===== config.mk =====
export PLATFORM = sky130hd
export DESIGN_NAME = edge_time_to_kiss_frames_top
export DESIGN_NICKNAME = d
export VERILOG_FILES = /design/src/rtl/etkf_pkg.sv /design/src/rtl/etkf_front.sv /design/src/rtl/etkf_cmd_fifo.sv /design/src/rtl/etkf_back.sv /design/src/rtl/edge_time_to_kiss_frames_top.sv
export VERILOG_INCLUDE_DIRS = /design/src /design/src/rtl
export SDC_FILE = /design/constraint.sdc
export NUM_CORES = 1
export LEC_CHECK = 0
export BUFFER_PORTS_ARGS = -buffer_cell sky130_fd_sc_hd__buf_2
export CAP_MARGIN = 30
export CORE_AREA = 4 4 130 256
export DETAILED_ROUTE_END_ITERATION = 12
export DIE_AREA = 0 0 134 260
export HOLD_SLACK_MARGIN = 0.05
export PLACE_DENSITY_LB_ADDON = 0.1
export SYNTH_ARGS = -nofsm -noshare
export SYNTH_HDL_FRONTEND = slang
export SYNTH_SLANG_ARGS = --single-unit
export TNS_END_PERCENT = 1

===== constraint.sdc =====
create_clock -name clk -period 5.9 [get_ports clk]
set_input_delay 0.295 -clock clk [delete_from_list [all_inputs] [get_ports clk]]
set_output_delay 0.295 -clock clk [all_outputs]
set_load 0.005 [all_outputs]

===== src/rtl/assert_macros.svh =====
// Assertion macros shared by the edge-to-KISS framer RTL.
// Each macro expects signals named clk and rst in the scope where it is used.
`ifndef ASSERT_MACROS_SVH
`define ASSERT_MACROS_SVH

// Expression must hold at every clock edge out of reset.
`define ETKF_CHECK(label, expr) \
  label: assert property (@(posedge clk) disable iff (rst) (expr)) \
    else $error("etkf check failed");

// Consequent must hold in the same cycle as the antecedent.
`define ETKF_IMPLIES(label, ante, cons) \
  label: assert property (@(posedge clk) disable iff (rst) (ante) |-> (cons)) \
    else $error("etkf implication failed");

`endif


===== src/rtl/etkf_pkg.sv =====
// Package for the edge-to-KISS framer: payload structs, command type,
// framing constants and byte-escape helpers. No dependencies.
package etkf_pkg;

  localparam int MAX_FRAME_BYTES = 4096;
  localparam int GAP_BITS        = 32;

  // Quotient width: enough to hold run lengths up to 2*GAP_BITS-1.
  localparam int CNT_W  = $clog2(GAP_BITS + 1);
  localparam int FRAME_W = 16;
  localparam logic [FRAME_W-1:0] FRAME_BIT_LIMIT = FRAME_W'(MAX_FRAME_BYTES * 8);

  localparam int CMD_FIFO_DEPTH = 2;

  localparam logic [31:0] BIT_PERIOD_RESET = 32'(80 * 1000 * 1000 / 1200);

  localparam logic [7:0] KISS_FEND  = 8'hc0;
  localparam logic [7:0] KISS_FESC  = 8'hdb;
  localparam logic [7:0] KISS_TFEND = 8'hdc;
  localparam logic [7:0] KISS_TFESC = 8'hdd;

  typedef struct packed {
    logic        mode;
    logic [31:0] timestamp;
  } in_item_t;

  typedef struct packed {
    logic [7:0] out_byte;
    logic       last;
  } out_item_t;

  typedef enum logic {
    CMD_BITS  = 1'b0,
    CMD_CLOSE = 1'b1
  } cmd_kind_t;

  typedef struct packed {
    cmd_kind_t        kind;
    logic             level;
    logic [CNT_W-1:0] count;
  } cmd_t;

  function automatic logic is_special(input logic [7:0] b);
    return (b == KISS_FEND) || (b == KISS_FESC);
  endfunction

  function automatic logic [7:0] esc_first(input logic [7:0] b);
    return is_special(b) ? KISS_FESC : b;
  endfunction

  function automatic logic [7:0] esc_second(input logic [7:0] b);
    return (b == KISS_FEND) ? KISS_TFEND : KISS_TFESC;
  endfunction

endpackage


===== src/rtl/etkf_front.sv =====
// Front end: accepts items, holds bit_period and last_time, turns each edge
// into a run length with a bit-serial divider and queues a command.
// Depends on etkf_pkg and assert_macros.svh.
`include "assert_macros.svh"

module etkf_front (
  input  logic              clk,
  input  logic              rst,
  input  logic              cfg_valid,
  output logic              cfg_ready,
  input  logic [31:0]       cfg_data,
  input  logic              item_valid,
  output logic              item_ready,
  input  etkf_pkg::in_item_t item,
  output logic              cmd_push,
  output etkf_pkg::cmd_t    cmd,
  input  logic              cmd_full
);

  localparam int QW     = etkf_pkg::CNT_W;
  localparam int DW     = 32 + QW;
  localparam int STEP_W = $clog2(QW + 1);

  typedef enum logic [5:0] {
    F_IDLE = 6'b000001,
    F_SUB  = 6'b000010,
    F_CHK  = 6'b000100,
    F_DIV  = 6'b001000,
    F_RES  = 6'b010000,
    F_PUSH = 6'b100000
  } fstate_t;

  fstate_t            state;
  logic [31:0]        bit_period;
  logic [31:0]        last_time;
  logic [31:0]        ts;
  logic [31:0]        per;
  logic [31:0]        rem;
  logic [DW-1:0]      d;
  logic [QW-1:0]      q;
  logic [STEP_W-1:0]  step;
  logic               ge;
  logic [DW:0]        rem_ext;
  logic [DW:0]        d_dbl;

  assign cfg_ready  = 1'b1;
  assign item_ready = (state == F_IDLE);
  assign cmd_push   = (state == F_PUSH) && !cmd_full;

  assign ge      = (DW'(rem) >= d);
  assign rem_ext = (DW + 1)'(rem);
  assign d_dbl   = {d, 1'b0};

  always_ff @(posedge clk) begin
    if (rst) begin
      state      <= F_IDLE;
      bit_period <= etkf_pkg::BIT_PERIOD_RESET;
      last_time  <= '0;
    end else begin
      if (cfg_valid) begin
        bit_period <= cfg_data;
      end
      unique case (state)
        F_IDLE: begin
          if (item_valid) begin
            ts  <= item.timestamp;
            per <= (bit_period == '0) ? 32'd1 : bit_period;
            if (item.mode) begin
              cmd.kind  <= etkf_pkg::CMD_CLOSE;
              cmd.level <= 1'b0;
              cmd.count <= '0;
              state     <= F_PUSH;
            end else begin
              state <= F_SUB;
            end
          end
        end
        F_SUB: begin
          rem   <= ts - last_time + (per >> 1);
          state <= F_CHK;
        end
        F_CHK: begin
          // Run of 2^QW bits or more is a gap for sure; skip the divide.
          if (DW'(rem) >= (DW'(per) << QW)) begin
            last_time <= ts;
            cmd.kind  <= etkf_pkg::CMD_CLOSE;
            cmd.level <= 1'b0;
            cmd.count <= '0;
            state     <= F_PUSH;
          end else begin
            d     <= DW'(per) << (QW - 1);
            q     <= '0;
            step  <= STEP_W'(QW - 1);
            state <= F_DIV;
          end
        end
        F_DIV: begin
          if (ge) begin
            rem <= rem - d[31:0];
          end
          q    <= {q[QW-2:0], ge};
          d    <= d >> 1;
          step <= step - 1'b1;
          if (step == '0) begin
            state <= F_RES;
          end
        end
        F_RES: begin
          if (q == '0) begin
            state <= F_IDLE;
          end else begin
            last_time <= ts;
            state     <= F_PUSH;
            if (32'(q) > 32'(etkf_pkg::GAP_BITS)) begin
              cmd.kind  <= etkf_pkg::CMD_CLOSE;
              cmd.level <= 1'b0;
              cmd.count <= '0;
            end else begin
              cmd.kind  <= etkf_pkg::CMD_BITS;
              cmd.level <= ts[0];
              cmd.count <= q;
            end
          end
        end
        F_PUSH: begin
          if (!cmd_full) begin
            state <= F_IDLE;
          end
        end
        default: state <= F_IDLE;
      endcase
    end
  end

  // Restoring divide stays in range: remainder below twice the shifted divisor.
  `ETKF_IMPLIES(a_div_bound, state == F_DIV, rem_ext < d_dbl)

endmodule


===== src/rtl/etkf_cmd_fifo.sv =====
// Short command queue between the front end and the framer back end.
// Depends on etkf_pkg and assert_macros.svh.
`include "assert_macros.svh"

module etkf_cmd_fifo (
  input  logic           clk,
  input  logic           rst,
  input  logic           push,
  input  etkf_pkg::cmd_t push_data,
  output logic           full,
  input  logic           pop,
  output logic           valid,
  output etkf_pkg::cmd_t pop_data
);

  localparam int DEPTH = etkf_pkg::CMD_FIFO_DEPTH;
  localparam int PW    = (DEPTH > 1) ? $clog2(DEPTH) : 1;
  localparam int CW    = $clog2(DEPTH + 1);

  etkf_pkg::cmd_t mem [DEPTH];
  logic [PW-1:0]  wr_ptr;
  logic [PW-1:0]  rd_ptr;
  logic [CW-1:0]  count;

  assign full     = (count == CW'(DEPTH));
  assign valid    = (count != '0);
  assign pop_data = mem[rd_ptr];

  always_ff @(posedge clk) begin
    if (push) begin
      mem[wr_ptr] <= push_data;
    end
  end

  always_ff @(posedge clk) begin
    if (rst) begin
      wr_ptr <= '0;
      rd_ptr <= '0;
      count  <= '0;
    end else begin
      if (push) begin
        wr_ptr <= (wr_ptr == PW'(DEPTH - 1)) ? '0 : wr_ptr + 1'b1;
      end
      if (pop) begin
        rd_ptr <= (rd_ptr == PW'(DEPTH - 1)) ? '0 : rd_ptr + 1'b1;
      end
      if (push && !pop) begin
        count <= count + 1'b1;
      end else if (pop && !push) begin
        count <= count - 1'b1;
      end
    end
  end

  `ETKF_IMPLIES(a_no_overflow, push, !full || pop)
  `ETKF_IMPLIES(a_no_underflow, pop, valid)

endmodule


===== src/rtl/etkf_back.sv =====
// Back end: executes queued commands, packs bits LSB first, applies KISS
// escaping and framing, and drives the result channel through a hold stage.
// Depends on etkf_pkg and assert_macros.svh.
`include "assert_macros.svh"

module etkf_back (
  input  logic                clk,
  input  logic                rst,
  input  logic                cmd_valid,
  input  etkf_pkg::cmd_t      cmd,
  output logic                cmd_pop,
  output logic                result_valid,
  input  logic                result_ready,
  output etkf_pkg::out_item_t result
);

  localparam int QW = etkf_pkg::CNT_W;
  localparam int FW = etkf_pkg::FRAME_W;

  typedef enum logic [5:0] {
    S_IDLE = 6'b000001,
    S_BIT  = 6'b000010,
    S_PAD  = 6'b000100,
    S_ESC2 = 6'b001000,
    S_FEND = 6'b010000,
    S_DONE = 6'b100000
  } bstate_t;

  bstate_t       state, state_next;
  logic [QW-1:0] cnt, cnt_next;
  logic          level, level_next;
  logic [FW-1:0] frame_bits, frame_bits_next;
  logic [7:0]    pending_byte, pending_byte_next;
  logic [7:0]    esc2, esc2_next;
  logic          fend_after, fend_after_next;
  logic          hold_valid;
  logic [7:0]    hold_byte;

  logic          emit;
  logic [7:0]    emit_byte;
  logic          done;
  logic          pop;
  logic [FW-1:0] new_bits;
  logic [7:0]    new_byte;
  logic          need_push;
  logic          go;

  always_comb begin
    emit              = 1'b0;
    emit_byte         = '0;
    done              = 1'b0;
    pop               = 1'b0;
    state_next        = state;
    cnt_next          = cnt;
    level_next        = level;
    frame_bits_next   = frame_bits;
    pending_byte_next = pending_byte;
    esc2_next         = esc2;
    fend_after_next   = fend_after;
    new_bits          = frame_bits + 1'b1;
    new_byte          = pending_byte | ({7'b0, level} << frame_bits[2:0]);
    unique case (state)
      S_IDLE: begin
        if (cmd_valid) begin
          pop = 1'b1;
          if (cmd.kind == etkf_pkg::CMD_BITS) begin
            cnt_next   = cmd.count;
            level_next = cmd.level;
            state_next = S_BIT;
          end else begin
            cnt_next = '0;
            priority if (frame_bits == '0) begin
              state_next = S_DONE;
            end else if (frame_bits[2:0] != 3'd0) begin
              state_next = S_PAD;
            end else begin
              state_next = S_FEND;
            end
          end
        end
      end
      S_BIT: begin
        cnt_next          = cnt - 1'b1;
        frame_bits_next   = new_bits;
        pending_byte_next = new_byte;
        priority if (frame_bits == '0) begin
          // first bit of a frame: opening FEND
          emit       = 1'b1;
          emit_byte  = etkf_pkg::KISS_FEND;
          state_next = (cnt_next == '0) ? S_DONE : S_BIT;
        end else if (new_bits[2:0] == 3'd0) begin
          pending_byte_next = '0;
          emit              = 1'b1;
          emit_byte         = etkf_pkg::esc_first(new_byte);
          if (etkf_pkg::is_special(new_byte)) begin
            esc2_next       = etkf_pkg::esc_second(new_byte);
            fend_after_next = (new_bits == etkf_pkg::FRAME_BIT_LIMIT);
            state_next      = S_ESC2;
          end else if (new_bits == etkf_pkg::FRAME_BIT_LIMIT) begin
            state_next = S_FEND;
          end else begin
            state_next = (cnt_next == '0) ? S_DONE : S_BIT;
          end
        end else begin
          state_next = (cnt_next == '0) ? S_DONE : S_BIT;
        end
      end
      S_PAD: begin
        emit      = 1'b1;
        emit_byte = etkf_pkg::esc_first(pending_byte);
        if (etkf_pkg::is_special(pending_byte)) begin
          esc2_next       = etkf_pkg::esc_second(pending_byte);
          fend_after_next = 1'b1;
          state_next      = S_ESC2;
        end else begin
          state_next = S_FEND;
        end
      end
      S_ESC2: begin
        emit      = 1'b1;
        emit_byte = esc2;
        if (fend_after) begin
          state_next = S_FEND;
        end else begin
          state_next = (cnt == '0) ? S_DONE : S_BIT;
        end
      end
      S_FEND: begin
        emit              = 1'b1;
        emit_byte         = etkf_pkg::KISS_FEND;
        frame_bits_next   = '0;
        pending_byte_next = '0;
        state_next        = (cnt == '0) ? S_DONE : S_BIT;
      end
      S_DONE: begin
        done       = 1'b1;
        state_next = S_IDLE;
      end
      default: state_next = S_IDLE;
    endcase
  end

  // A held byte moves to the output when the next byte arrives (last = 0)
  // or when the command ends (last = 1).
  assign need_push = hold_valid && (emit || done);
  assign go        = !need_push || !result_valid || result_ready;
  assign cmd_pop   = pop && go;

  always_ff @(posedge clk) begin
    if (go) begin
      esc2 <= esc2_next;
      cnt  <= cnt_next;
      level <= level_next;
      if (emit) begin
        hold_byte <= emit_byte;
      end
      if (need_push) begin
        result.out_byte <= hold_byte;
        result.last     <= done;
      end
    end
  end

  always_ff @(posedge clk) begin
    if (rst) begin
      state        <= S_IDLE;
      frame_bits   <= '0;
      pending_byte <= '0;
      fend_after   <= 1'b0;
      hold_valid   <= 1'b0;
      result_valid <= 1'b0;
    end else begin
      if (go) begin
        state        <= state_next;
        frame_bits   <= frame_bits_next;
        pending_byte <= pending_byte_next;
        fend_after   <= fend_after_next;
        if (emit) begin
          hold_valid <= 1'b1;
        end else if (done) begin
          hold_valid <= 1'b0;
        end
      end
      priority if (go && need_push) begin
        result_valid <= 1'b1;
      end else if (result_ready) begin
        result_valid <= 1'b0;
      end else begin
        result_valid <= result_valid;
      end
    end
  end

  `ETKF_CHECK(a_frame_limit, frame_bits <= etkf_pkg::FRAME_BIT_LIMIT)
  `ETKF_IMPLIES(a_pad_partial, state == S_PAD, frame_bits[2:0] != 3'd0)
  `ETKF_IMPLIES(a_esc2_code, state == S_ESC2,
                esc2 == etkf_pkg::KISS_TFEND || esc2 == etkf_pkg::KISS_TFESC)

endmodule


===== src/rtl/edge_time_to_kiss_frames_top.sv =====
// Edge timestamps to KISS frames. For each edge the front end subtracts, compares against
// the gap bound, runs 6 divide steps, checks the quotient and pushes a command; a zero run
// pushes nothing, a run of 64 bits or more skips the divide, end of stream goes straight to
// the push. The back end takes the bits of a run one at a time, with extra states for padded
// bytes, escape pairs and closing FENDs, and stalls while the output is held. Synchronous
// active-high reset clears both ends, queue and output stage; bit_period returns to 66666.

module edge_time_to_kiss_frames_top (
  input  logic                clk,
  input  logic                rst,
  // bit_period register write transfer
  input  logic                cfg_valid,
  output logic                cfg_ready,
  input  logic [31:0]         cfg_data,
  // input item transfer: mode and timestamp
  input  logic                item_valid,
  output logic                item_ready,
  input  etkf_pkg::in_item_t  item,
  // result transfer: one framed byte and its last flag
  output logic                result_valid,
  input  logic                result_ready,
  output etkf_pkg::out_item_t result
);

  // Command queue links the divider front end to the framing back end,
  // so edges keep coming in while bytes wait at the output.
  logic           cmd_push;
  etkf_pkg::cmd_t cmd_in;
  logic           cmd_full;
  logic           cmd_pop;
  logic           cmd_valid;
  etkf_pkg::cmd_t cmd_out;

  etkf_front u_front (
    .clk        (clk),
    .rst        (rst),
    .cfg_valid  (cfg_valid),
    .cfg_ready  (cfg_ready),
    .cfg_data   (cfg_data),
    .item_valid (item_valid),
    .item_ready (item_ready),
    .item       (item),
    .cmd_push   (cmd_push),
    .cmd        (cmd_in),
    .cmd_full   (cmd_full)
  );

  etkf_cmd_fifo u_cmd_fifo (
    .clk       (clk),
    .rst       (rst),
    .push      (cmd_push),
    .push_data (cmd_in),
    .full      (cmd_full),
    .pop       (cmd_pop),
    .valid     (cmd_valid),
    .pop_data  (cmd_out)
  );

  // Back end owns frame state (bit count, partial byte) and the output stage.
  etkf_back u_back (
    .clk          (clk),
    .rst          (rst),
    .cmd_valid    (cmd_valid),
    .cmd          (cmd_out),
    .cmd_pop      (cmd_pop),
    .result_valid (result_valid),
    .result_ready (result_ready),
    .result       (result)
  );

endmodule


# Word-level counts from Yosys, hierarchy flattened
# Memory sizes are Yosys's and may differ from the RTL's. A register that Yosys moved wholly into a read port is not among the register bits.
# Index checks and enable logic that the tools add are counted.
# W data, S select, Z words.
[totals]
register_bits = 290
n_memories = 1
word_cells = 205
ramBits = 16
inputBits = 70
[mem_list]
columns = ["name", "depth", "word_bits", "read_ports", "rd_clocked_by_memory_dff", "write_ports", "line", "source"]
rows = [
  ["u_cmd_fifo.mem", 2, 8, 1, 1, 1, "etkf_cmd_fifo.sv:20", "etkf_pkg::cmd_t mem [DEPTH];"],
]
[op_classes]
order_cmp = 3
mux = 79
shift = 1
n_reduce_logical = 50
eq_ne = 31
bitwise_logic = 3
add_sub_neg = 10
[op_table]
columns = ["cell", "count"]
rows = [
  ["$pmux W32 S2", 2],
  ["$mux W8", 15],
  ["$mux W6", 19],
  ["$mux W32", 3],
  ["$ge A32 B38 Y1", 2],
  ["$pmux W38 S2", 1],
  ["$sub A32 B32 Y32", 2],
  ["$mux W38", 1],
  ["$pmux W6 S6", 1],
  ["$add A32 B31 Y32", 1],
  ["$eq A8 B8 Y1 const B", 4],
  ["$logic_not A32 Y1", 1],
  ["$pmux W16 S2", 1],
  ["$pmux W8 S2", 2],
  ["$pmux W8 S4", 1],
  ["$pmux W6 S5", 1],
  ["$pmux W6 S2", 2],
  ["$pmux W8 S3", 1],
  ["$mux W1", 21],
  ["$reduce_bool A2 Y1", 10],
  ["$logic_not A6 Y1", 3],
  ["$reduce_and A3 Y1", 6],
  ["$add A16 B1 Y16 const B", 1],
  ["$eq A16 B16 Y1 const B", 1],
  ["other kinds (33)", 75],
]

# Logic depth before layout (Yosys ltp)
[logic_depth]
word_depth = 14
mapped_depth = 15
ltp_nobuf = 15

# Cells and area by module
# From an unflattened synthesis, not the netlist that was laid out.
[unflattened]
cells_unflattened = 1790
hier_area_um2 = 17579.4
[modules_own_cells]
columns = ["module", "area_per_inst_um2", "seq_area_each_um2", "instances", "cells_per_inst"]
rows = [
  ["etkf_front", 13530.5, 5905.7, 1, 1363],
  ["etkf_back", 3263.1, 1411.4, 1, 380],
  ["etkf_cmd_fifo", 785.8, 580.6, 1, 47],
]

# Worst setup path before layout
# No wires, ideal clock.
[synth_timing]
kind = "register to register"
startpoint = "reg u_front.rem[7]"
endpoint = "reg u_front.d[0] (enable)"
n_path_buf = 0
t_arrival_ns = 4.959
stages_incl_launch_ff = 9
slack_ns = 0.422
path_cell_list = "edfxtp_1 > ha_1 > nor2b_1 > o21a_1 > o21a_1 > o21ai_0 > a211o_1 > a31oi_1 > a211oi_1"
[synth_between]
elab_chain_cells = 3
[synth_lines]
columns = ["item", "line", "source"]
rows = [
  ["from (decl)", "etkf_front.sv:38", "logic [31:0] rem;"],
  ["from (signal assigned)", "etkf_front.sv:79", "rem <= ts - last_time + (per >> 1);"],
  ["from (signal assigned)", "etkf_front.sv:99", "rem <= rem - d[31:0];"],
  ["$ge A32 B38 Y1", "etkf_front.sv:84", "if (DW'(rem) >= (DW'(per) << QW)) begin"],
  ["$ne A2 B2 Y1 (no line)", "-", ""],
  ["$reduce_and A3 Y1 (no line)", "-", ""],
  ["to (signal assigned)", "etkf_front.sv:91", "d <= DW'(per) << (QW - 1);"],
  ["to (signal assigned)", "etkf_front.sv:102", "d <= d >> 1;"],
  ["to (decl)", "etkf_front.sv:39", "logic [DW-1:0] d;"],
]
# No other way between the ends.
# A chain may end at the register's enable or synchronous reset.

# Worst setup path in the final report
[layout_timing]
startpoint = "reg u_front.per[2]"
endpoint = "reg u_front.rem[29] (data pin)"
[layout_between]
elab_chain_cells = 2
[layout_lines]
columns = ["item", "line", "source"]
rows = [
  ["from (decl)", "etkf_front.sv:37", "logic [31:0] per;"],
  ["from (signal assigned)", "etkf_front.sv:67", "per <= (bit_period == '0) ? 32'd1 : bit_period;"],
  ["$add A32 B31 Y32", "etkf_front.sv:79", ""],
  ["$pmux W32 S2", "etkf_front.sv:63", "unique case (state)"],
]
# No other way between the ends.

==> impl_metrics.py <==
metrics = {
    "grt": {
        "grt_pass1_wl_mm": 67.6,
        "grt-ovfl-total": 0,
        "grt.total_usage_pct": 24.2,
        "antenna_found_initial": 0,
        "grt_max_degree": 70,
        "grt_pass1_vias": 13381,
    },
    "job": {
        "max_cap_violations": 0,
    },
    "synthesis": {
        "synth_area_um2": 17000,
        "synth_edf_count": 191,
        "synth_area_per_cell_um2": 9.82,
        "synth_most_common_cell": "edfxtp_1",
        "ys.warnings.count": 0,
        "yosys_most_used_dff": "edfxtp_1",
        "synth_area_leader_cell": "edfxtp_1",
        "syn-num-nets": 1935,
        "ys_async_sr_fraction_pct": 0,
        "ys_seq_area_share_pct": 46.3,
        "synthTopCellsByCount": "edfxtp_1 (191), inv_1 (182), nor2_1 (163)",
        "ys_types": 76,
        "synthTopCellsByArea": "edfxtp_1 (34%), dfxtp_1 (13%), ha_1 (7.2%), inv_1 (4.0%), a21oi_1 (3.8%)",
        "syn_inst": 1735,
        "yosysTopAreaCellShare_pct": 33.7,
        "synth_seq_cells": 299,
    },
    "pwr": {
        "switchingPower_uw": 1450,
        "p_total_uw": 5380,
        "p_leak_uw": 0.00820,
        "clock_power_share_pct": 38.2,
        "power_density_nw_per_um2": 276,
        "comb_power_share_pct": 16.4,
        "ir_worst_vdd_mv": 0.319,
        "seqPwrFrac_pct": 45.4,
        "intPower_uw": 3940,
        "swShare_pct": 26.8,
    },
    "floorplan": {
        "die-area_um2": 34800,
        "start_util_pct": 54.2,
        "die_x_um": 134,
        "core_um2": 31400,
        "ios": 82,
        "num_rows": 92,
        "die_y_um": 260,
    },
    "clock_network": {
        "htreeDepth": 1,
        "cts-buffers-inserted": 28,
        "cts_buffer_depth": 3,
        "clk_pin_slew_ps": 70,
        "cts.sinks": 299,
        "post_cts.repair.setup_buffers": 0,
        "insertion_delay_ps": 570,
        "cts_tree": "yes",
        "cts_root_buf": "clkbuf_16",
    },
    "placement": {
        "dpl-instance-area_um2": 17800,
        "globalplace.congestion": 0.904,
        "dpl.cell_count": 2156,
        "portBuffers": 80,
        "hpwlAfterDp_mm": 31.1,
    },
    "detailed_routing": {
        "drtIter0Drc": 595,
        "vias": 12837,
        "postRouteAntennaNets": 0,
        "wire_per_inst_um": 18.3,
        "dr.pass1.iters": 5,
        "routed_wl_mm": 41.5,
        "drc_errors": 0,
        "viasPerCell": 5.65,
    },
    "timing": {
        "slew_violations": 0,
        "worst_pin_slew_ps": 991,
        "finalSetupTns_ps": 0,
        "fin_crit_ps": 4250,
        "setup_viol_count_final": 0,
        "relSlewSlack_pct": 33.9,
        "fin_skew_ps": 17.4,
        "hold_viol": 0,
        "fmax_mhz": 235,
        "finalCritPeriodShare_pct": 72.1,
        "rsz0062_at_grt": "no",
    },
    "critical_path": {
        "cp_data_arrival_time_ps": 4540,
        "cp_top_family": "compound AO/OA/AOI/OAI gates",
        "startpoint_type": "flop",
        "worstPathCellList": "inv_1, fa_1, inv_1, ha_1, a211oi_1, o21bai_1, a21oi_1, o21ai_0, buf_4, a31oi_1, o21ai_0, o41ai_1, xor2_1, o211ai_1",
        "critPathMaxStageDelay_ps": 600,
        "path_max_fanout": 4,
        "critPathKind": "flop to flop",
        "cpMaxStageDelayCell": "fa_1",
        "worst-path-buf-inv": 3,
        "critPathCaptureType": "flop",
        "cp.required_ps": 6190,
    },
    "final_layout": {
        "nFillCells": 2635,
        "final_cell_area_um2": 19500,
        "final_net_count": 2028,
        "fin_util_pct": 62.0,
        "syn_to_final_growth_pct": 14.3,
        "final_cells": 2273,
        "diodes": 0,
        "drive_gt1_share_pct": 9.46,
    },
    "outcome": {
        "run_status": "finished clean",
    },
    "worst_hold_path": {
        "hold_path.class": "input port to flop",
    },
}
-- power groups by stage --
stage | sequential, uW | clock, uW | combinational, uW
finish | 2440 | 2060 | 883
global route | 2460 | 2180 | 1000
CTS | 2440 | 2100 | 888
detailed placement | 2490 | 0 | 850
global placement | 2490 | 0 | 832
floorplan | 2460 | 0 | 649
-- logic make-up after synthesis --
family          count (synthesis)  synth area share, %
compound gates                381                 13.9
other cells                     1               0.0220
buf+inv                       278                 6.28
fa+ha+maj                     130                 11.0
xor+xnor                       66                 3.39
simple gates                  507                 14.8
mux                            73                 4.35
flops                         299                 46.3
-- what timing repair did --
item | in CTS | in global routing
resized for setup | 0 | 0
hold endpoints to repair | 65 | 0
hold buffers | 65 | 0
-- routing by layer --
metal  part of all wire [%]  global-route usage (%)  vias up
li1                       -                       -     6302
met5                      0                       0        -
met3                    2.9                    2.23      116
met2                     57                    48.3      272
met1                     35                    24.1     6147
met4                    5.4                    12.5        0
-- sequential cells by signal (all words and copies together) (netlist names), 8 cells and up, named ones only --
| signal | cells |
|---|---|
| u_back.pending_byte | 8 |
| u_front.last_time | 32 |
| u_front.d | 37 |
| u_cmd_fifo.mem | 16 |
| u_front.ts | 32 |
| u_back.result | 9 |
| u_front.per | 32 |
| u_front.cmd | 8 |
| u_back.hold_byte | 8 |
| u_front.rem | 32 |
| u_back.frame_bits | 16 |
| u_front.bit_period | 32 |
-- worst min-delay path, delay by kind of cell --
kind,cells,cell delay [ps]
AND/OR/NAND/NOR,2,220
buffers and inverters,1,110
-- final timing paths --
kind,startpoint,to,slack (ps),depth (start not counted)
max,u_front.per[2],u_front.rem[29],1650,14
min reg2reg,u_back.hold_byte[7],u_back.result[8],420,0
max reg2reg,u_front.per[2],u_front.rem[29],1650,14
min,item_valid,u_front.state[1],100,3
-- layout make-up --
cell class | instances | area (um2) | area share (%)
Sequential cell | 299 | 7900 | 40.5
Timing Repair Buffer | 159 | 1190 | 6.10
Clock buffer | 38 | 821 | 4.21
Tap cell | 423 | 529 | 2.72
Inverter | 182 | 683 | 3.51
Clock inverter | 14 | 239 | 1.23
Multi-Input combinational cell | 1158 | 8120 | 41.7
-- per-stage QoR --
| step | setup WS [ps] | hold slack [ps] |
|---|---|---|
| final | 1650 | 103 |
| after global placement | 1670 | 402 |
| after floorplan | 422 | 374 |
| after detailed placement | 1650 | 405 |
| after global routing | 1480 | 119 |
| after CTS | 1640 | 86.7 |
-- cell usage in the layout (no fill, tap or decap), types with 39 or more instances in the layout --
cell,instances
nor2_1,162
a21o_1,39
ha_1,98
nand2_1,109
mux2i_1,65
xnor2_1,40
edfxtp_1,191
inv_1,182
o21ai_0,84
dlygate4sd3_1,65
buf_2,79
a21oi_1,128
dfxtp_1,108
(Power assumes the default switching activity.)
